`config.mk`:
```
export PLATFORM = sky130hd
export DESIGN_NAME = bounded_array_list
export DESIGN_NICKNAME = d
export VERILOG_FILES = /design/src/rtl/balist_pkg.sv /design/src/rtl/bounded_array_list.sv /design/src/rtl/balist_mem.sv /design/src/rtl/balist_walk.sv
export SDC_FILE = /design/constraint.sdc
export NUM_CORES = 2
export LEC_CHECK = 0
export BUFFER_PORTS_ARGS = -buffer_cell sky130_fd_sc_hd__buf_4
export CORE_AREA = 2 2 399 401
export CTS_CLUSTER_DIAMETER = 50
export CTS_CLUSTER_SIZE = 25
export DETAILED_ROUTE_END_ITERATION = 8
export DIE_AREA = 0 0 401 403
export PLACE_DENSITY = 0.74
export SETUP_SLACK_MARGIN = 0.2
export SYNTH_ARGS = -nofsm -noshare
export SYNTH_HDL_FRONTEND = slang
export SYNTH_HIERARCHICAL = 1
export SYNTH_SLANG_ARGS = --single-unit
```
`constraint.sdc`:
```
create_clock -name clock -period 5.49 [get_ports clock]
set_input_delay 1.098 -clock clock [delete_from_list [all_inputs] [get_ports clock]]
set_output_delay 1.098 -clock clock [all_outputs]
set_load 0.1 [all_outputs]
```
`src/rtl/balist_pkg.sv`:
```
`default_nettype none

package balist_pkg;

   // Operation codes carried on req_func.
   typedef enum logic [1:0] {
      FUNC_GET    = 2'd0,
      FUNC_SEARCH = 2'd1,
      FUNC_INSERT = 2'd2,
      FUNC_ERASE  = 2'd3
   } func_type;

   // Result status codes carried on rsp_status.
   typedef enum logic [1:0] {
      STAT_OK    = 2'd0,
      STAT_RANGE = 2'd1,
      STAT_FULL  = 2'd2
   } status_type;

   // Field widths fixed by the port definition.
   localparam int POS_W   = 6;
   localparam int VALUE_W = 32;
   localparam int COUNT_W = 7;

   // Control from the sequencer to the index walker.
   typedef struct packed {
      logic load;   // take a new start index, last index and direction
      logic step;   // issue a read at the current index and advance
      logic up;     // walk toward higher indexes
   } walk_ctrl_type;

   // Status from the index walker back to the sequencer.
   typedef struct packed {
      logic pend;     // read data for prv_idx is on the memory output
      logic at_last;  // current index is the last one of the walk
      logic match;    // memory output equals the search key
   } walk_stat_type;

endpackage

`default_nettype wire

```
`src/rtl/bounded_array_list.sv`:
```
// Channel   Ports                                            Handshake
// request   req_func, req_position, req_item_value           req_start while busy is low
// response  rsp_status, rsp_read_value, rsp_hit,             rsp_valid, one cycle
//           rsp_hit_index, rsp_count_after
//
// Errors, a search of an empty list and an erase of the last entry answer
// in the cycle after the request. The memory, with one write port and one
// registered read port, is walked one entry per cycle. Reset clears the
// count and the sequencer, not the memory. The response lasts one cycle
// and cannot be held off.
`default_nettype none

module bounded_array_list #(
   parameter int CAPACITY = 64,
   parameter int DATA_W   = 32
) (
   input  wire logic                                clock,
   input  wire logic                                reset,
   input  wire logic                                req_start,
   output logic                                     busy,
   input  wire logic [1:0]                          req_func,
   input  wire logic [balist_pkg::POS_W-1:0]        req_position,
   input  wire logic [balist_pkg::VALUE_W-1:0]      req_item_value,
   output logic                                     rsp_valid,
   output logic [1:0]                               rsp_status,
   output logic [balist_pkg::VALUE_W-1:0]           rsp_read_value,
   output logic                                     rsp_hit,
   output logic [balist_pkg::POS_W-1:0]             rsp_hit_index,
   output logic [balist_pkg::COUNT_W-1:0]           rsp_count_after
);

   import balist_pkg::*;

   localparam int CNT_W = $clog2(CAPACITY + 1);
   localparam int IDX_W = $clog2(CAPACITY);
   localparam int CMP_W = (CNT_W > POS_W) ? CNT_W : POS_W;

   typedef enum logic [1:0] {ST_IDLE, ST_READ, ST_DRAIN, ST_PUT} state_type;

   state_type           state_ff;
   func_type            op_ff;
   logic [IDX_W-1:0]    pos_ff;
   logic [DATA_W-1:0]   key_ff;
   logic [CNT_W-1:0]    count_ff;
   logic                rsp_valid_ff;
   status_type          rsp_status_ff;
   logic [VALUE_W-1:0]  rsp_read_value_ff;
   logic                rsp_hit_ff;
   logic [POS_W-1:0]    rsp_hit_index_ff;
   logic [COUNT_W-1:0]  rsp_count_after_ff;

   func_type            req_op;
   logic                accept;
   logic [CMP_W-1:0]    pos_cmp;
   logic [CMP_W-1:0]    cnt_cmp;
   logic [CNT_W-1:0]    cnt_m1;
   logic [CNT_W-1:0]    cnt_p1;
   logic [IDX_W-1:0]    req_idx;
   logic [DATA_W-1:0]   req_key;
   logic                in_range;
   logic                ins_range;
   logic                is_full;
   logic                is_tail;

   walk_ctrl_type       wctrl;
   walk_stat_type       wstat;
   logic [IDX_W-1:0]    start_idx;
   logic [IDX_W-1:0]    last_idx;
   logic [IDX_W-1:0]    cur_idx;
   logic [IDX_W-1:0]    prv_idx;
   logic [IDX_W-1:0]    adj_idx;

   logic                mem_we;
   logic [IDX_W-1:0]    mem_wa;
   logic [DATA_W-1:0]   mem_wd;
   logic [DATA_W-1:0]   mem_rd;

   // Request decode and the range checks made when a request is taken.
   assign accept    = req_start & (state_ff == ST_IDLE);
   assign req_op    = func_type'(req_func);
   assign req_idx   = IDX_W'(req_position);
   assign req_key   = DATA_W'(req_item_value);
   assign pos_cmp   = CMP_W'(req_position);
   assign cnt_cmp   = CMP_W'(count_ff);
   assign cnt_m1    = count_ff - CNT_W'(1);
   assign cnt_p1    = count_ff + CNT_W'(1);
   assign in_range  = (pos_cmp < cnt_cmp);
   assign ins_range = (pos_cmp <= cnt_cmp);
   assign is_full   = (count_ff == CNT_W'(CAPACITY));
   assign is_tail   = (pos_cmp == CMP_W'(cnt_m1));

   // Walk setup: search and erase go up through the list, insert goes down
   // from the last entry to the insert position.
   always_comb begin
      wctrl.load = accept;
      wctrl.step = (state_ff == ST_READ);
      wctrl.up   = 1'b1;
      start_idx  = req_idx;
      last_idx   = req_idx;
      case (req_op)
         FUNC_GET: begin
            start_idx = req_idx;
            last_idx  = req_idx;
         end
         FUNC_SEARCH: begin
            start_idx = '0;
            last_idx  = IDX_W'(cnt_m1);
         end
         FUNC_INSERT: begin
            wctrl.up  = 1'b0;
            start_idx = IDX_W'(cnt_m1);
            last_idx  = req_idx;
         end
         FUNC_ERASE: begin
            start_idx = req_idx + IDX_W'(1);
            last_idx  = IDX_W'(cnt_m1);
         end
         default: begin
            start_idx = req_idx;
            last_idx  = req_idx;
         end
      endcase
   end

   // Memory write: shifted entries while walking, the new word at the end
   // of an insert.
   always_comb begin
      mem_we = 1'b0;
      mem_wa = adj_idx;
      mem_wd = mem_rd;
      if ((state_ff == ST_READ || state_ff == ST_DRAIN) && wstat.pend &&
          (op_ff == FUNC_INSERT || op_ff == FUNC_ERASE)) begin
         mem_we = 1'b1;
      end else if (state_ff == ST_PUT) begin
         mem_we = 1'b1;
         mem_wa = pos_ff;
         mem_wd = key_ff;
      end
   end

   balist_mem #(
      .DEPTH (CAPACITY),
      .AW    (IDX_W),
      .DW    (DATA_W)
   ) u_mem (
      .clock   (clock),
      .wr_en   (mem_we),
      .wr_addr (mem_wa),
      .wr_data (mem_wd),
      .rd_addr (cur_idx),
      .rd_data (mem_rd)
   );

   balist_walk #(
      .IDX_W  (IDX_W),
      .DATA_W (DATA_W)
   ) u_walk (
      .clock     (clock),
      .reset     (reset),
      .ctrl      (wctrl),
      .start_idx (start_idx),
      .last_idx  (last_idx),
      .rd_data   (mem_rd),
      .key       (key_ff),
      .cur_idx   (cur_idx),
      .prv_idx   (prv_idx),
      .adj_idx   (adj_idx),
      .stat      (wstat)
   );

   // Sequencer with the count and the response word.
   always_ff @(posedge clock) begin
      if (reset) begin
         state_ff     <= ST_IDLE;
         count_ff     <= '0;
         rsp_valid_ff <= 1'b0;
      end else begin
         rsp_valid_ff <= 1'b0;
         case (state_ff)
            ST_IDLE: begin
               if (accept) begin
                  op_ff              <= req_op;
                  pos_ff             <= req_idx;
                  key_ff             <= req_key;
                  rsp_status_ff      <= STAT_OK;
                  rsp_read_value_ff  <= '0;
                  rsp_hit_ff         <= 1'b0;
                  rsp_hit_index_ff   <= '0;
                  rsp_count_after_ff <= COUNT_W'(count_ff);
                  case (req_op)
                     FUNC_GET: begin
                        if (in_range) begin
                           state_ff <= ST_READ;
                        end else begin
                           rsp_status_ff <= STAT_RANGE;
                           rsp_valid_ff  <= 1'b1;
                        end
                     end
                     FUNC_SEARCH: begin
                        if (count_ff != '0) begin
                           state_ff <= ST_READ;
                        end else begin
                           rsp_valid_ff <= 1'b1;
                        end
                     end
                     FUNC_INSERT: begin
                        if (!ins_range) begin
                           rsp_status_ff <= STAT_RANGE;
                           rsp_valid_ff  <= 1'b1;
                        end else if (is_full) begin
                           rsp_status_ff <= STAT_FULL;
                           rsp_valid_ff  <= 1'b1;
                        end else if (pos_cmp == cnt_cmp) begin
                           state_ff <= ST_PUT;
                        end else begin
                           state_ff <= ST_READ;
                        end
                     end
                     FUNC_ERASE: begin
                        if (!in_range) begin
                           rsp_status_ff <= STAT_RANGE;
                           rsp_valid_ff  <= 1'b1;
                        end else if (is_tail) begin
                           count_ff           <= cnt_m1;
                           rsp_count_after_ff <= COUNT_W'(cnt_m1);
                           rsp_valid_ff       <= 1'b1;
                        end else begin
                           state_ff <= ST_READ;
                        end
                     end
                     default: begin
                        state_ff <= ST_IDLE;
                     end
                  endcase
               end
            end
            ST_READ: begin
               // A search stops at the first matching entry.
               if (op_ff == FUNC_SEARCH && wstat.pend && wstat.match) begin
                  rsp_hit_ff       <= 1'b1;
                  rsp_hit_index_ff <= POS_W'(prv_idx);
                  rsp_valid_ff     <= 1'b1;
                  state_ff         <= ST_IDLE;
               end else if (wstat.at_last) begin
                  state_ff <= ST_DRAIN;
               end
            end
            ST_DRAIN: begin
               // The data of the last read is on the memory output now.
               case (op_ff)
                  FUNC_GET: begin
                     rsp_read_value_ff <= VALUE_W'(mem_rd);
                     rsp_valid_ff      <= 1'b1;
                     state_ff          <= ST_IDLE;
                  end
                  FUNC_SEARCH: begin
                     rsp_hit_ff       <= wstat.match;
                     rsp_hit_index_ff <= wstat.match ? POS_W'(prv_idx) : '0;
                     rsp_valid_ff     <= 1'b1;
                     state_ff         <= ST_IDLE;
                  end
                  FUNC_INSERT: begin
                     state_ff <= ST_PUT;
                  end
                  FUNC_ERASE: begin
                     count_ff           <= cnt_m1;
                     rsp_count_after_ff <= COUNT_W'(cnt_m1);
                     rsp_valid_ff       <= 1'b1;
                     state_ff           <= ST_IDLE;
                  end
                  default: begin
                     state_ff <= ST_IDLE;
                  end
               endcase
            end
            ST_PUT: begin
               count_ff           <= cnt_p1;
               rsp_count_after_ff <= COUNT_W'(cnt_p1);
               rsp_valid_ff       <= 1'b1;
               state_ff           <= ST_IDLE;
            end
            default: begin
               state_ff <= ST_IDLE;
            end
         endcase
      end
   end

   assign busy            = (state_ff != ST_IDLE);
   assign rsp_valid       = rsp_valid_ff;
   assign rsp_status      = rsp_status_ff;
   assign rsp_read_value  = rsp_read_value_ff;
   assign rsp_hit         = rsp_hit_ff;
   assign rsp_hit_index   = rsp_hit_index_ff;
   assign rsp_count_after = rsp_count_after_ff;

`ifndef SYNTH
   // The count never exceeds the capacity.
   a_count_bound: assert property (@(posedge clock) disable iff (reset)
      count_ff <= CNT_W'(CAPACITY))
      else $error("entry count above capacity");

   // A taken request either starts a walk or answers at once.
   a_accept_progress: assert property (@(posedge clock) disable iff (reset)
      accept |=> (busy || rsp_valid))
      else $error("request taken without progress");

   // A full error is only reported when the list is at capacity.
   a_full_status: assert property (@(posedge clock) disable iff (reset)
      (rsp_valid && rsp_status == STAT_FULL) |-> is_full)
      else $error("full status with room left");

   // The final write of an insert always produces the response next.
   a_put_answers: assert property (@(posedge clock) disable iff (reset)
      (state_ff == ST_PUT) |=> (rsp_valid && !busy))
      else $error("insert did not complete");
`endif

endmodule

`default_nettype wire

```
`src/rtl/balist_mem.sv`:
```
`default_nettype none

module balist_mem #(
   parameter int DEPTH = 64,
   parameter int AW    = 6,
   parameter int DW    = 32
) (
   input  wire logic          clock,
   input  wire logic          wr_en,
   input  wire logic [AW-1:0] wr_addr,
   input  wire logic [DW-1:0] wr_data,
   input  wire logic [AW-1:0] rd_addr,
   output logic      [DW-1:0] rd_data
);

   logic [DW-1:0] mem_ff [DEPTH];
   logic [DW-1:0] rd_data_ff;

   // One write port and one registered read port.
   always_ff @(posedge clock) begin
      if (wr_en) begin
         mem_ff[wr_addr] <= wr_data;
      end
      rd_data_ff <= mem_ff[rd_addr];
   end

   assign rd_data = rd_data_ff;

endmodule

`default_nettype wire

```
`src/rtl/balist_walk.sv`:
```
`default_nettype none

module balist_walk #(
   parameter int IDX_W  = 6,
   parameter int DATA_W = 32
) (
   input  wire logic                      clock,
   input  wire logic                      reset,
   input  wire balist_pkg::walk_ctrl_type ctrl,
   input  wire logic [IDX_W-1:0]          start_idx,
   input  wire logic [IDX_W-1:0]          last_idx,
   input  wire logic [DATA_W-1:0]         rd_data,
   input  wire logic [DATA_W-1:0]         key,
   output logic      [IDX_W-1:0]          cur_idx,
   output logic      [IDX_W-1:0]          prv_idx,
   output logic      [IDX_W-1:0]          adj_idx,
   output balist_pkg::walk_stat_type      stat
);

   import balist_pkg::*;

   logic [IDX_W-1:0] idx_ff;
   logic [IDX_W-1:0] last_ff;
   logic [IDX_W-1:0] prv_ff;
   logic             up_ff;
   logic             pend_ff;

   // The index moves one entry per read; the previous index follows it so
   // that the data coming out of the memory can be matched to its address.
   always_ff @(posedge clock) begin
      if (reset) begin
         pend_ff <= 1'b0;
      end else begin
         pend_ff <= ctrl.step & ~ctrl.load;
      end
      if (ctrl.load) begin
         idx_ff  <= start_idx;
         last_ff <= last_idx;
         up_ff   <= ctrl.up;
      end else if (ctrl.step) begin
         prv_ff <= idx_ff;
         idx_ff <= up_ff ? idx_ff + IDX_W'(1) : idx_ff - IDX_W'(1);
      end
   end

   // Shifting writes land next to the entry just read: one below when the
   // walk goes up (erase), one above when it goes down (insert).
   assign adj_idx      = up_ff ? prv_ff - IDX_W'(1) : prv_ff + IDX_W'(1);
   assign cur_idx      = idx_ff;
   assign prv_idx      = prv_ff;
   assign stat.pend    = pend_ff;
   assign stat.at_last = (idx_ff == last_ff);
   assign stat.match   = (rd_data == key);

endmodule

`default_nettype wire
```
==> summary.txt <==
Placed design
  – Placed insts: 6,175
  – Hpwl dp: roughly 130,000 um
  – Port Buf Inserts: 92
  – Placer Congestion: 0.932

Clock network
  – CTS Root Buffer Type: clkbuf_16
  – Clock transition at path regs: 0.08 ns
  – Clk_lat worst skew: 0.84 ns
  – CTS Buf Count: 152
  – TritonCTS clock tree: built
  – H-tree Lvls: 4
  – Post-CTS setup buffer count: 0
  – Clock sink count: 2,198
  – Post-CTS Resized: 0
  – Hold Buf Count CTS: 0
  – Clk buf depth: 3

STA
  – RSZ-0062 raised after global routing: no
  – Final setup fails: 0
  – Final period util: 83.3%
  – Worst-margin pin slew: 1.17 ns
  – Final slew viol count: 0
  – Final setup skew: 0.0578 ns
  – Final Hold Vio Count: 0
  – Setup tns final: 0 ns
  – Worst slew margin relative to its limit: 21.7%
  – Min Clock Period, post-route: around 4.6 ns
  – Maximum clock rate: 0.219 GHz

Die
  – Num rows: 146
  – Initial Util: 54.5%
  – CORE AREA: 0.157 mm^2
  – Die X: approximately 400 um
  – Die height: slightly above 400 um
  – I/O pins: 93
  – Die ar.: 0.162 mm^2

Final layout
  – Layout Cells excl Fill: 6,467
  – Fill count: 10,658
  – Area delta synth->final: 10.7%
  – Fin nets: around 4,300
  – Share of layout cells above drive strength 1: 24.8%

Critical path
  – Startpoint types: register
  – Critical R2R Capture: u_mem/mem_ff[21][4]
  – Arrival @ worst endpoint: 5.10 ns
  – CP max FO: 25
  – Worst reg2reg setup slack: 0.92 ns
  – Crit path capture type: register
  – Worst Setup EP: u_mem/mem_ff[21][4]
  – Worst R2R Start: state_ff[1]
  – R2R depth: 7
  – Crit path kind: register to register
  – WP data required: 6.02 ns
  – CP Launch Point: state_ff[1]

Synthesis
  – Ys flop type: edfxtp_1
  – Compound-cell area share of the yosys netlist: 3.87%
  – Seq/Total Area, Yosys: about 76%
  – Most common cell in the netlist: edfxtp_1
  – Post-synth EDFFs: between 2,000 and 2,500
  – Mapped Cells: 4,106
  – Post-synth ARST share: 0%
  – Mapped cell area: around 0.086 mm^2
  – Synth top area share: 75.3%
  – Flops & latches, synth: 2,198
  – Most area-consuming cells after synthesis: edfxtp_1 (75%), mux4_2 (12%), mux2i_1 (2.2%)
  – Simple-gate share of the synthesized area: 2.49%
  – Mapped Nets: between 4,000 and 5,000
  – Synth warn: 6
  – Post-Synth Adder-Cell Area: 0.425%
  – Distinct cells, synth: 79
  – Syn_area_per_cell: 20.9 um^2
  – Post-synthesis mux area share: 14.5%
  – Largest family of logic cells by synthesized area: multiplexers
  – Area leader, netlist: edfxtp_1
  – Synth Area in XOR/XNOR: 0.600%
  – Post-synth top cells: edfxtp_1 (2,155), mux4_2 (446), mux2i_1 (192)

Global route
  – Global-route wire length before repair: just over 300,000 um
  – Gr usage total: ~27%
  – Largest net degree at the start of global routing: 86
  – Vias in the first global route: 41,599
  – GRT Residual Overflow: 0
  – Initial antenna violation count: 16

Detailed routing
  – Final wirelength: 217,000 um
  – Drt via density: 6.77
  – Total vias in the final route: 43,799
  – Remaining DRCs: 0
  – Drt wl/cell: 33.5 um
  – Drt pass-1 iters: 6
  – DRT iter0 DRCs: 7,315
  – Post-route ant nets: 0

Flow run
  – Max-cap viol count: 0

Power
  – Worst IR drop on VDD: a little over 500 uV
  – Final Total Pwr: 50.5 mW
  – Pwr dens: 531 mW/mm^2
  – Leak pwr: 30.0 nW

Hold path
  – Worst Hold Class: input port to register

Run status
  – Status: completed
==> sequential cells by signal (all words and copies together), names as in the netlist <==
name             cells
u_mem/rd_data       32
rsp_status           2
u_walk/prv_idx       6
u_walk/up_ff         1
u_walk/last_ff       6
rsp_hit_index        6
u_walk/cur_idx       6
rsp_hit              1
rsp_count_after      7
key_ff              32
op_ff                2
rsp_valid            1
pos_ff               6
state_ff             2
cnt_cmp              7
u_walk/pend_ff       1
rsp_read_value      32
u_mem/mem_ff      2048
==> final cells by class <==
cell class	instances	area, um^2	area share (%)
antenna	11	27.5	0.0289
clock buffer	162	3950	4.15
clock inverter	119	1550	1.63
inverter	33	124	0.130
multi-input combinational	1639	19400	20.4
sequential	2198	65600	68.9
tap	2072	2590	2.73
timing repair buffer	233	1920	2.02
==> through the flow <==
step,cell area (um^2),setup WS (ns),utilization (%),hold slack (ns)
final,95100,0.916,60.4,0.455
after global routing,95100,0.850,60.4,0.421
after detailed placement,89600,0.996,56.9,0.568
after global placement,89600,1.08,56.9,0.542
after floorplan,85900,0.675,-,0.508
after CTS,95100,1.00,60.4,0.398
==> report_power, final <==
group | internal, mW | switching, mW | total [mW]
combinational | 5.11 | 11.4 | 16.5
sequential | 21.2 | 0.460 | 21.6
clock | 6.15 | 6.20 | 12.4
total | 32.4 | 18.0 | 50.5
==> placed cells by master (no fill, tap or decap), types with 32 or more instances in the layout <==
cell       instances
a21oi_1           62
a22oi_1          129
and2_1            40
buf_4            219
clkbuf_16        157
dfxtp_1           43
edfxtp_1        2155
inv_1             32
mux2i_1          192
mux4_2           446
nand2_1           59
nand3_1           61
nor2_1            46
nor2_4            66
o21ai_0           46
o22ai_1           48
xor2_1            40
==> cell families (layout without fill, tap and decap cells) <==
family	Yosys count	after routing
XOR/XNOR	58	58
buffers and inverters	269	547
AO/OA/AOI/OAI	464	464
AND/OR/NAND/NOR	410	410
flip-flops	2198	2198
other	0	11
adder cells (fa/ha/maj)	28	28
multiplexers	679	679
==> metal layers <==
layer | vias to the layer above | global-route usage [%] | share of wire (%)
met3 | 378 | 5.40 | 12
met1 | 22930 | 40.5 | 39
met4 | 6 | 9.88 | 4.0
met5 | - | 0 | 0.019
li1 | 17453 | - | -
met2 | 3032 | 39.5 | 45
==> how the worst min path moves through the flow <==
stage                  startpoint           to  slack [ns]  cells after the start
6_report       req_item_value[23]   key_ff[23]        0.46                      1
3_5_place_dp          state_ff[0]  state_ff[0]        0.57                      1
4_1_cts         req_item_value[6]    key_ff[6]        0.40                      1
2_1_floorplan         state_ff[0]  state_ff[0]        0.51                      1
3_3_place_gp          state_ff[0]  state_ff[0]        0.54                      1
5_1_grt         req_item_value[6]    key_ff[6]        0.42                      1
==> worst max-delay path: stages (launching register included) <==
cell	delay, ns
dfxtp_1	0.41
ha_1	0.56
nand2_2	0.56
mux2_2	0.53
nand3b_1	0.44
or2_1	0.59
nor2_4	0.83
buf_4	0.32
No activity file was read; power rests on OpenSTA's default activity.
